[src/rtl/core/parp_pkg.sv]
`default_nettype none
// ----------------------------------------------------------------------------
// parp_pkg
// Shared types and constants for the proxy ARP route table.
// ----------------------------------------------------------------------------
package parp_pkg;

    localparam int TABLE_ENTRIES_DEF = 32;
    localparam logic [15:0] TIMEOUT_RESET = 16'd60;
    localparam logic [5:0] CNT_MAX = 6'd63;

    // operation codes
    typedef enum logic [2:0] {
        OP_REFRESH = 3'd0,
        OP_FIND    = 3'd1,
        OP_MARK    = 3'd2,
        OP_AGE     = 3'd3,
        OP_LOOKUP  = 3'd4,
        OP_COUNT   = 3'd5
    } t_op;

    // sequencer states
    typedef enum logic [1:0] {
        ST_IDLE,
        ST_SWEEP,
        ST_COMPACT,
        ST_DONE
    } t_state;

    typedef struct packed {
        logic [2:0]  opcode;
        logic [31:0] ip_address;
        logic [1:0]  interface_id;
        logic [31:0] now_seconds;
    } t_req;

    typedef struct packed {
        logic       found;
        logic [1:0] route_interface;
        logic [5:0] entry_count;
        logic       status;
    } t_rsp;

    // one table entry as held in a cell
    typedef struct packed {
        logic        valid;
        logic        wanted;
        logic [31:0] addr;
        logic [1:0]  ifc;
        logic [31:0] stamp;
    } t_entry;

    // per-cell control
    typedef struct packed {
        logic shift;      // rotate toward cell 0
        logic compact;    // odd-even squeeze of invalid holes
        logic pair_left;  // this cell is the lower member of its pair
    } t_cell_ctl;

endpackage
`default_nettype wire

[src/rtl/core/parp_cell.sv]
`default_nettype none
// ----------------------------------------------------------------------------
// parp_cell
// One table slot. Rotates with its neighbors during a sweep and swaps a
// hole upward during compaction.
// ----------------------------------------------------------------------------
module parp_cell
    import parp_pkg::*;
(
    input  wire         i_clk,
    input  wire         i_rst_n,
    input  t_cell_ctl   i_ctl,
    input  t_entry      i_right,
    input  wire         i_left_valid,
    output t_entry      o_ent
);

    t_entry r_ent;
    t_entry n_ent;

    // next entry
    always_comb begin
        n_ent = r_ent;
        if (i_ctl.shift) begin
            n_ent = i_right;
        end else if (i_ctl.compact) begin
            if (i_ctl.pair_left) begin
                if (!r_ent.valid && i_right.valid) begin
                    n_ent = i_right;
                end
            end else if (!i_left_valid && r_ent.valid) begin
                n_ent.valid  = 1'b0;
                n_ent.wanted = 1'b0;
            end
        end
    end

    // flags reset, payload does not
    always_ff @(posedge i_clk) begin
        if (!i_rst_n) begin
            r_ent.valid  <= 1'b0;
            r_ent.wanted <= 1'b0;
        end else begin
            r_ent <= n_ent;
        end
    end

    assign o_ent = r_ent;

endmodule
`default_nettype wire

[src/rtl/core/parp_head.sv]
`default_nettype none
// ----------------------------------------------------------------------------
// parp_head
// Processing cell at the head of the ring: applies the operation to the
// entry passing by and accumulates the result.
// ----------------------------------------------------------------------------
module parp_head
    import parp_pkg::*;
(
    input  wire         i_clk,
    input  wire         i_rst_n,
    input  wire         i_clear,
    input  wire         i_en,
    input  t_req        i_req,
    input  wire [15:0]  i_timeout,
    input  t_entry      i_ent,
    output t_entry      o_ent,
    output t_rsp        o_rsp
);

    logic       r_hit;
    logic       r_filled;
    logic       r_found;
    logic [1:0] r_rif;
    logic [5:0] r_cnt;
    logic       n_hit;
    logic       n_filled;
    logic       n_found;
    logic [1:0] n_rif;
    logic [5:0] n_cnt;
    logic       addr_match;
    logic [31:0] age;
    logic [5:0] cnt_inc;

    assign addr_match = i_ent.valid && (i_ent.addr == i_req.ip_address);
    assign age        = i_req.now_seconds - i_ent.stamp;
    assign cnt_inc    = (r_cnt == CNT_MAX) ? r_cnt : r_cnt + 6'd1;

    // per-entry operation
    always_comb begin
        o_ent    = i_ent;
        n_hit    = r_hit;
        n_filled = r_filled;
        n_found  = r_found;
        n_rif    = r_rif;
        n_cnt    = r_cnt;
        unique case (i_req.opcode)
            OP_REFRESH: begin
                if (addr_match && (i_ent.ifc == i_req.interface_id) && !r_hit) begin
                    o_ent.stamp  = i_req.now_seconds;
                    o_ent.wanted = 1'b1;
                    n_hit        = 1'b1;
                end else if (!i_ent.valid && !r_hit && !r_filled) begin
                    o_ent.valid  = 1'b1;
                    o_ent.wanted = 1'b1;
                    o_ent.addr   = i_req.ip_address;
                    o_ent.ifc    = i_req.interface_id;
                    o_ent.stamp  = i_req.now_seconds;
                    n_filled     = 1'b1;
                end
            end
            OP_FIND: begin
                if (addr_match) begin
                    n_found = 1'b1;
                end
            end
            OP_MARK: begin
                if (addr_match && (i_ent.ifc != i_req.interface_id)) begin
                    o_ent.wanted = 1'b0;
                    n_cnt        = cnt_inc;
                end
            end
            OP_AGE: begin
                if (i_ent.valid && (!i_ent.wanted || (age > {16'd0, i_timeout}))) begin
                    o_ent.valid  = 1'b0;
                    o_ent.wanted = 1'b0;
                end
            end
            OP_LOOKUP: begin
                if (addr_match && i_ent.wanted && !r_found) begin
                    n_found = 1'b1;
                    n_rif   = i_ent.ifc;
                end
            end
            OP_COUNT: begin
                if (i_ent.valid && i_ent.wanted) begin
                    n_cnt = cnt_inc;
                end
            end
            default: begin
            end
        endcase
    end

    // accumulators
    always_ff @(posedge i_clk) begin
        if (!i_rst_n || i_clear) begin
            r_hit    <= 1'b0;
            r_filled <= 1'b0;
            r_found  <= 1'b0;
            r_rif    <= 2'd0;
            r_cnt    <= 6'd0;
        end else if (i_en) begin
            r_hit    <= n_hit;
            r_filled <= n_filled;
            r_found  <= n_found;
            r_rif    <= n_rif;
            r_cnt    <= n_cnt;
        end
    end

    assign o_rsp.found           = r_found;
    assign o_rsp.route_interface = r_rif;
    assign o_rsp.entry_count     = r_cnt;
    assign o_rsp.status          = (i_req.opcode == OP_REFRESH) && !r_hit && !r_filled;

endmodule
`default_nettype wire

[src/rtl/core/proxy_arp_route_table.sv]
`default_nettype none
// ----------------------------------------------------------------------------
// proxy_arp_route_table
// Table of (address, interface, stamp, wanted) held in a ring of cells.
// ----------------------------------------------------------------------------
// Sequence: once start is taken in idle, the ring rotates once past the head cell
// (sweep); age out then adds an odd-even compaction; then the result strobe o_done.
// Throughput: a new request is taken only while idle (busy low), so each request
// finishes first; the single head cell sees one entry per cycle during a sweep.
// Reset: synchronous, clears all slots and sets the timeout to 60 s.
// The receiver cannot stall: o_done is high for exactly one cycle.
// ----------------------------------------------------------------------------
module proxy_arp_route_table
    import parp_pkg::*;
#(
    parameter int TABLE_ENTRIES = TABLE_ENTRIES_DEF
) (
    input  wire         i_clk,
    input  wire         i_rst_n,
    input  wire         start,
    output logic        busy,
    input  t_req        i_req,
    input  wire         i_cfg_we,
    input  wire [15:0]  i_cfg_data,
    output logic        o_done,
    output t_rsp        o_rsp
);

    localparam int CntW = $clog2(TABLE_ENTRIES);

    t_state          r_state;
    t_state          n_state;
    logic [CntW-1:0] r_cnt;
    logic [CntW-1:0] n_cnt;
    t_req            r_req;
    logic [15:0]     r_timeout;
    logic            accept;
    logic            last;
    logic            sweep;
    logic            compact;
    t_entry          head_out;
    t_entry          cell_out [TABLE_ENTRIES];

    assign accept  = start && !busy;
    assign last    = (r_cnt == CntW'(TABLE_ENTRIES - 1));
    assign sweep   = (r_state == ST_SWEEP);
    assign compact = (r_state == ST_COMPACT);

    // configuration register
    always_ff @(posedge i_clk) begin
        if (!i_rst_n) begin
            r_timeout <= TIMEOUT_RESET;
        end else if (i_cfg_we) begin
            r_timeout <= i_cfg_data;
        end
    end

    // request capture
    always_ff @(posedge i_clk) begin
        if (accept) begin
            r_req <= i_req;
        end
    end

    // sequencer state
    always_ff @(posedge i_clk) begin
        if (!i_rst_n) begin
            r_state <= ST_IDLE;
            r_cnt   <= '0;
        end else begin
            r_state <= n_state;
            r_cnt   <= n_cnt;
        end
    end

    always_comb begin
        n_state = r_state;
        n_cnt   = r_cnt;
        busy    = 1'b1;
        o_done  = 1'b0;
        unique case (r_state)
            ST_IDLE: begin
                busy = 1'b0;
                if (start) begin
                    n_state = ST_SWEEP;
                    n_cnt   = '0;
                end
            end
            ST_SWEEP: begin
                n_cnt = r_cnt + 1'b1;
                if (last) begin
                    n_cnt   = '0;
                    n_state = (r_req.opcode == OP_AGE) ? ST_COMPACT : ST_DONE;
                end
            end
            ST_COMPACT: begin
                n_cnt = r_cnt + 1'b1;
                if (last) begin
                    n_cnt   = '0;
                    n_state = ST_DONE;
                end
            end
            ST_DONE: begin
                o_done  = 1'b1;
                n_state = ST_IDLE;
            end
            default: begin
                n_state = ST_IDLE;
            end
        endcase
    end

    // head cell: sees the entry leaving cell 0
    parp_head u_head (
        .i_clk     (i_clk),
        .i_rst_n   (i_rst_n),
        .i_clear   (accept),
        .i_en      (sweep),
        .i_req     (r_req),
        .i_timeout (r_timeout),
        .i_ent     (cell_out[0]),
        .o_ent     (head_out),
        .o_rsp     (o_rsp)
    );

    // ring of slot cells
    for (genvar k = 0; k < TABLE_ENTRIES; k++) begin : g_cell
        localparam logic Parity = 1'(k % 2);
        t_cell_ctl ctl;
        t_entry    right;
        logic      left_valid;

        assign ctl.shift     = sweep;
        assign ctl.compact   = compact;
        assign ctl.pair_left = (Parity == r_cnt[0]);

        if (k == TABLE_ENTRIES - 1) begin : g_tail
            assign right = sweep ? head_out : '0;
        end else begin : g_mid
            assign right = cell_out[k + 1];
        end

        if (k == 0) begin : g_first
            assign left_valid = 1'b1;
        end else begin : g_rest
            assign left_valid = cell_out[k - 1].valid;
        end

        parp_cell u_cell (
            .i_clk        (i_clk),
            .i_rst_n      (i_rst_n),
            .i_ctl        (ctl),
            .i_right      (right),
            .i_left_valid (left_valid),
            .o_ent        (cell_out[k])
        );
    end

endmodule
`default_nettype wire
[config.mk]
export PLATFORM = sky130hd
export DESIGN_NAME = proxy_arp_route_table
export DESIGN_NICKNAME = d
export VERILOG_FILES = /design/src/rtl/core/parp_pkg.sv /design/src/rtl/core/parp_cell.sv /design/src/rtl/core/parp_head.sv /design/src/rtl/core/proxy_arp_route_table.sv
export SDC_FILE = /design/constraint.sdc
export NUM_CORES = 2
export LEC_CHECK = 0
export BUFFER_PORTS_ARGS = -buffer_cell sky130_fd_sc_hd__buf_2
export CORE_ASPECT_RATIO = 1.5
export CORE_MARGIN = 2
export CORE_UTILIZATION = 33
export CTS_CLUSTER_SIZE = 40
export DETAILED_ROUTE_END_ITERATION = 8
export PLACE_DENSITY = 0.51
export SLEW_MARGIN = 10
export SYNTH_ARGS = -nofsm -noshare
export SYNTH_HDL_FRONTEND = slang
export SYNTH_SLANG_ARGS = --single-unit
[constraint.sdc]
create_clock -name i_clk -period 5.55 [get_ports i_clk]
set_input_delay 0.8325 -clock i_clk [delete_from_list [all_inputs] [get_ports i_clk]]
set_output_delay 0.8325 -clock i_clk [all_outputs]
set_load 0.01 [all_outputs]
# Word level (Yosys, flattened, before mapping)
# Cells that the tools add are included.
# word_totals
register_bits	2279
latch_bits	0
mem_bits_rw	0
rom_bits	0
elab_cells	644
n_memories	0
# op_classes
add_sub_neg	3
n_mul	0
div_mod_pow	0
n_lt_le_gt_ge	1
n_eq_ne	37
n_shift	0
mux	219
bitwise	1
n_reduce_logical	211
# op_table
op	count
2-to-1 mux 68 bit	98
2-to-1 mux 66 bit	33
AND reduction 4 bit	35
2-to-1 mux 2 bit	67
AND reduction 3 bit	35
nonzero test 2 bit	37
inequality test 3 x 1 -> 1 bit (second input constant)	16
nonzero test 3 bit	16
logical AND 1 bit	45
zero test 1 bit	37
2-to-1 mux 34 bit	1
== test 32 bit	1
greater-than comparator 32 x 16 -> 1 bit	1
2-to-1 mux 32 bit	1
subtractor 32 bit	1
2-to-1 mux 6 bit	3
one-hot mux 6 bit (2 select lines)	1
2-to-1 mux 5 bit	2
inequality test 2 x 1 -> 1 bit (second input constant)	5
one-hot mux 5 bit (2 select lines)	1
2-to-1 mux 1 bit	8
one-hot mux 2 bit (4 select lines)	1
adder 6 x 1 -> 6 bit (second input constant)	1
== test 3 x 2 -> 1 bit (second input constant)	2
18 further kinds	24

# Depth between registers and ports, before layout
# logic_depth
depth_word	12
mapped_depth	20
ltp_nobuf	20

# Cells and area by module
# Synthesis repeated with hierarchy kept, for this count alone.
# hier_totals
cells_unflattened	3410
hier_area_um2	75098.3
# modules_own_cells
mod	n_inst	cells_each	area_each_um2	seq_area_each_um2
parp_cell	32	79	2100.8	2021.9
parp_head	1	635	4350.4	220.2
proxy_arp_route_table	1	247	3523.4	2532.4

# Worst setup path after synthesis
# No wires, ideal clock.
# synth_path
kind	reg2reg
startpoint	register r_state[0]
endpoint	register g_cell[4].u_cell.r_ent (netlist bit g_cell[4].u_cell.o_ent[0]) (enable)
setup_time_ns	0.512
t_arrival_ns	4.841
t_required_ns	5.038
path_slack_ns	0.198
path_stages_with_launch	8
path_buffers	2
synth_period_minus_slack_ns	5.352
path_cell_list	dfxtp_1 inv_1 ha_1 clkbuf_1 nor2b_1 clkbuf_1 nand2_1 a21oi_1
# synth_between
elab_chain_cells	3
word_cells_on_any_way	6
classes_between	eq/ne (3); reduce/logical (3)
# synth_lines
element	line_no	source
from (decl)	proxy_arp_route_table.sv:31	t_state r_state;
from (signal assigned)	proxy_arp_route_table.sv:71	r_state <= n_state;
== test 2 x 1 -> 1 bit or == test 2 bit (tied branches)	proxy_arp_route_table.sv:46, proxy_arp_route_table.sv:47	
inequality test 2 x 1 -> 1 bit (no source line) or nonzero test 2 bit (tied branches)	-	
AND reduction 4 bit (no source line) (*)	-	
to (signal assigned)	parp_cell.sv:44	r_ent <= n_ent;
to (decl)	parp_cell.sv:18	t_entry r_ent;
# Mark *: on every way between the ends. The rest lies on a longest branch, timed or not.
# A chain may end at the register's enable or synchronous reset.

# Worst setup path in the final report
# layout_path
startpoint	register g_cell[0].u_cell.r_ent (netlist bit g_cell[0].u_cell.o_ent[0])
endpoint	register g_cell[31].u_cell.r_ent (netlist bit g_cell[31].u_cell.o_ent[66])
# layout_between
elab_chain_cells	11
word_cells_on_any_way	15
classes_between	add/sub (1); order compare (1); eq/ne (1); mux (8); reduce/logical (4)
# layout_lines
element	line_no	source
from (decl)	parp_cell.sv:18	
from (signal assigned)	parp_cell.sv:44	
subtractor 32 bit (*)	parp_head.sv:36	assign age = i_req.now_seconds - i_ent.stamp;
greater-than comparator 32 x 16 -> 1 bit (*)	parp_head.sv:74	if (i_ent.valid && (!i_ent.wanted || (age > {16'd0, i_timeout}))) begin
logical OR 1 bit (*)	parp_head.sv:74	
logical AND 1 bit (*)	parp_head.sv:74	
2-to-1 mux 2 bit (*)	parp_head.sv:74	
one-hot mux 1 bit (3 select lines)	parp_head.sv:47	unique case (i_req.opcode)
2-to-1 mux 68 bit (*)	proxy_arp_route_table.sv:138	assign right = sweep ? head_out : '0;
2-to-1 mux 68 bit	parp_cell.sv:28	if (!r_ent.valid && i_right.valid) begin
2-to-1 mux 2 bit	parp_cell.sv:27	if (i_ctl.pair_left) begin
2-to-1 mux 68 bit	parp_cell.sv:26	end else if (i_ctl.compact) begin
2-to-1 mux 68 bit	parp_cell.sv:24	if (i_ctl.shift) begin
to (signal assigned)	parp_cell.sv:44	
to (decl)	parp_cell.sv:18	
# Mark *: on every way between the ends. The rest lies on a longest branch, timed or not. The select of a mux whose other input is x is not followed.

==> out/summary.txt <==
Register area share after synthesis: 90.8%
Fin crit period: 4.94 ns
WL/cell: 19.9 µm
Top-area cell type share of the netlist area: 88.2%
Final setup vio count: 0
Nets: 3,922
Initial DRC count: 2,387
Total Neg Setup Slack: 0 ns
Netlist Area Pre-Place: 74,300 µm²
Final Cycle Share: 88.9%
First-pass GRT wire length: 204 mm
CP Launch Point: g_cell[0].u_cell.o_ent[0]
Crit start category: flop
CTS Sinks: 2,279
Multiplexer share of the synthesized area: 0.718%
Sequential cell area: 67,500 µm²
Adder-cell share of the synthesized area: 0.954%
Critical Path End Type: flop
Switching share of power: 24.1%
Postcts setup bufs: 0
Gr usage total: 12.0%
Std-Cell Rows: 213
Largest family of logic cells by synthesized area: simple AND/OR/NAND/NOR gates
Vias in the first global route: 31,200
Core Region: 224,000 µm²
Die Y: 585 µm
Dpl ws: 0.568 ns
Share of cells above drive strength 1: 13.7%
P&R area growth vs syn: 15.7%
Min-Delay Path Class: input pin to flop
Most numerous cell in the Yosys netlist: edfxtp_1
Total wire length: 138 mm
CTS tree: yes
Dpl hpwl: 89.3 mm
Synth Area per Inst: 21.6 µm²
Status: finished clean
Worst setup path class: flop to flop
Pwr dens: 439 nW/µm²
Commonest cells post-synth: edfxtp_1, nand2_1, nor2_1
Post-synth EDFFs: 2,181
Remaining routing DRC violations: 0
Internal: 28.7 mW
H-tree depth: 4
Post-synthesis simple-gate area fraction: 3.43%
Area leader, netlist: edfxtp_1
Max Freq: 203 MHz
Largest net degree at the start of global routing: 71
Die Area: 229,000 µm²
DR pass1 iterations: 5
Async S/R FF share, synth: 0%
Post-CTS sizing: 0
Ranking of synthesized cells by area: edfxtp_1, dfxtp_1, ha_1
Part of the power in registers: 55.6%
Leakage: 27.1 nW
Root buf cell: clkbuf_16
FF-to-FF Start: g_cell[0].u_cell.o_ent[0]
Final Hold Fails: 0
Reg2reg end: g_cell[31].u_cell.o_ent[66]
Worst r2r path cells: 19
Yosys warns: 0
Antenna violations before repair: 25
Peak VDD IR: 0.253 mV
CTS Buf Count: 198
Combinational cell fraction of total power: 9.6%
Cell Count, Final, Fillers Out: 6,945
Port Buffers: 100
Vias per cell: 4.37
Clock share of power: 34.8%
Synthesized flop and latch total: 2,279
Final Util: 38.3%
Slack of the critical path: 0.615 ns
Max-slew headroom: 17.4%
Register-to-register setup slack: 0.61 ns
Hold Buf Count CTS: 0
GPL Wtd Cong: 0.838
Dpl cell area: 79,900 µm²
Worst Path Max Fanout: 5
Setup Skew: 0.0484 ns
Ports: 101
GRT overflow: 0
Antenna viol nets, final: 0
Synth Area in Compound Gates: 2.65%
Die extent in x: 391 µm
Max clock buf depth: 4
Vias: 30,300
Crit path DAT: 5.66 ns
Post-route cell area: 85,900 µm²
Hold Path End: r_req[18]
Sw power: 9.10 mW
Synth unique cells: 66
Hold Path Origin: i_req[18]
Unrepaired setup endpoints after global routing: false
Fill count: 20,100
Reg clk slew, reported paths: 0.07 ns
Clock Latency Late Sink: 0.82 ns
Max-Cap Viols: 0
Syn Nets: 3,576
Worst Hold Depth: 1
Multi-input logic area: 6560 µm²
Worst slew pin tran: 1.21 ns
Worst EP required: 6.28 ns
Final slew viol count: 0
Placed Instances: 6,587
Synth Flop Type: edfxtp_1
Initial Util: 33.1%
Synth Area in XOR/XNOR: 0.719%
Synth Instances: 3,431
[power groups by stage]
| stage | sequential, mW | clock [mW] | combinational (mW) |
|---|---|---|---|
| after detailed placement | 21.3 | 0 | 3.71 |
| final | 21.0 | 13.1 | 3.61 |
| after global placement | 21.3 | 0 | 3.72 |
| after floorplan | 21.3 | 0 | 2.12 |
| after CTS | 21.0 | 13.6 | 3.72 |
| after global routing | 21.1 | 14.2 | 3.99 |
[area by class of cell]
type / instances / area share [%]
Sequential cell: 2279 / 78.5
Multi-Input combinational cell: 1019 / 7.64
Clock buffer: 236 / 5.97
Tap cell: 3010 / 4.38
Timing Repair Buffer: 210 / 2.11
Clock inverter: 116 / 1.06
Inverter: 69 / 0.303
Antenna cell: 6 / 0.0175
[flip-flops by register name, indices dropped and copies added, names as in the netlist]
register             cells
r_timeout               16
u_head.r_cnt             6
u_head.r_found           1
g_cell.u_cell.o_ent   2176
r_cnt                    5
u_head.r_filled          1
r_req                   69
r_state                  2
u_head.r_rif             2
u_head.r_hit             1
[metrics by stage]
step	power (mW)	hold WS [ns]
final	37.7	0.191
after global routing	39.3	0.140
after CTS	38.3	0.118
after detailed placement	25.1	0.405
after global placement	25.1	0.400
after floorplan	23.4	0.400
[metal layers]
layer	GRT usage [%]	wire, µm
met5	0	27
met4	4.07	4100
met3	2.14	5910
met2	20.5	68400
met1	15.6	59900
[cells in the final DEF (no fill, tap or decap), drive strengths merged, types with 6 or more instances in the layout]
cell and count:
inv 73, o21a 15, nand4 32, a21boi 36, and2 16, dfxtp 98
buf 210, o2111ai 9, and3 9, mux2i 51, diode 6, clkinv 93
xnor2 43, o21ai 77, nand3 24, nor2 165, bufinv 12, a22oi 10
a211oi 7, a21oi 92, nand2 175, o211ai 13, nand2b 17, clkinvlp 7
a32oi 8, ha 55, nor3 13, xor2 18, edfxtp 2181, a21o 14
clkbuf 236, nor2b 60, or3 9
[critical path, cell delays in order (launching register included)]
cell and delay, ns:
edfxtp_1 0.40, ha_1 0.23, fa_1 0.41, nand2b_1 0.19, a21oi_1 0.36, o211ai_1 0.30, nand2_1 0.18, xor2_1 0.27
ha_1 0.32, a21oi_1 0.15, nand2_1 0.07, a2111oi_0 0.44, o21ai_0 0.17, a211oi_1 0.22, buf_4 0.18, nand4_1 0.08
nor4_1 0.28, nand4_1 0.23, a21oi_1 0.25, a31o_2 0.12
[worst max path at each step]
stage | slack, ns | to
after global routing | 0.40 | g_cell[31].u_cell.o_ent[66]
after floorplan | 0.20 | g_cell[4].u_cell.o_ent[0]
after CTS | 0.57 | g_cell[31].u_cell.o_ent[66]
after global placement | 0.46 | g_cell[31].u_cell.o_ent[66]
final | 0.61 | g_cell[31].u_cell.o_ent[66]
after detailed placement | 0.57 | g_cell[31].u_cell.o_ent[66]
[logic make-up (layout without fill, tap and decap cells)]
| family | count (synthesis) | in the layout |
|---|---|---|
| AOI/OAI and AO/OA | 307 | 307 |
| xor gates and xnor gates | 61 | 61 |
| adders and majority gates | 56 | 56 |
| buffers and inverters | 133 | 631 |
| DFF | 2279 | 2279 |
| muxes | 53 | 53 |
| other | 0 | 6 |
| and+or+nand+nor | 542 | 542 |
(Power assumes the default switching activity.)
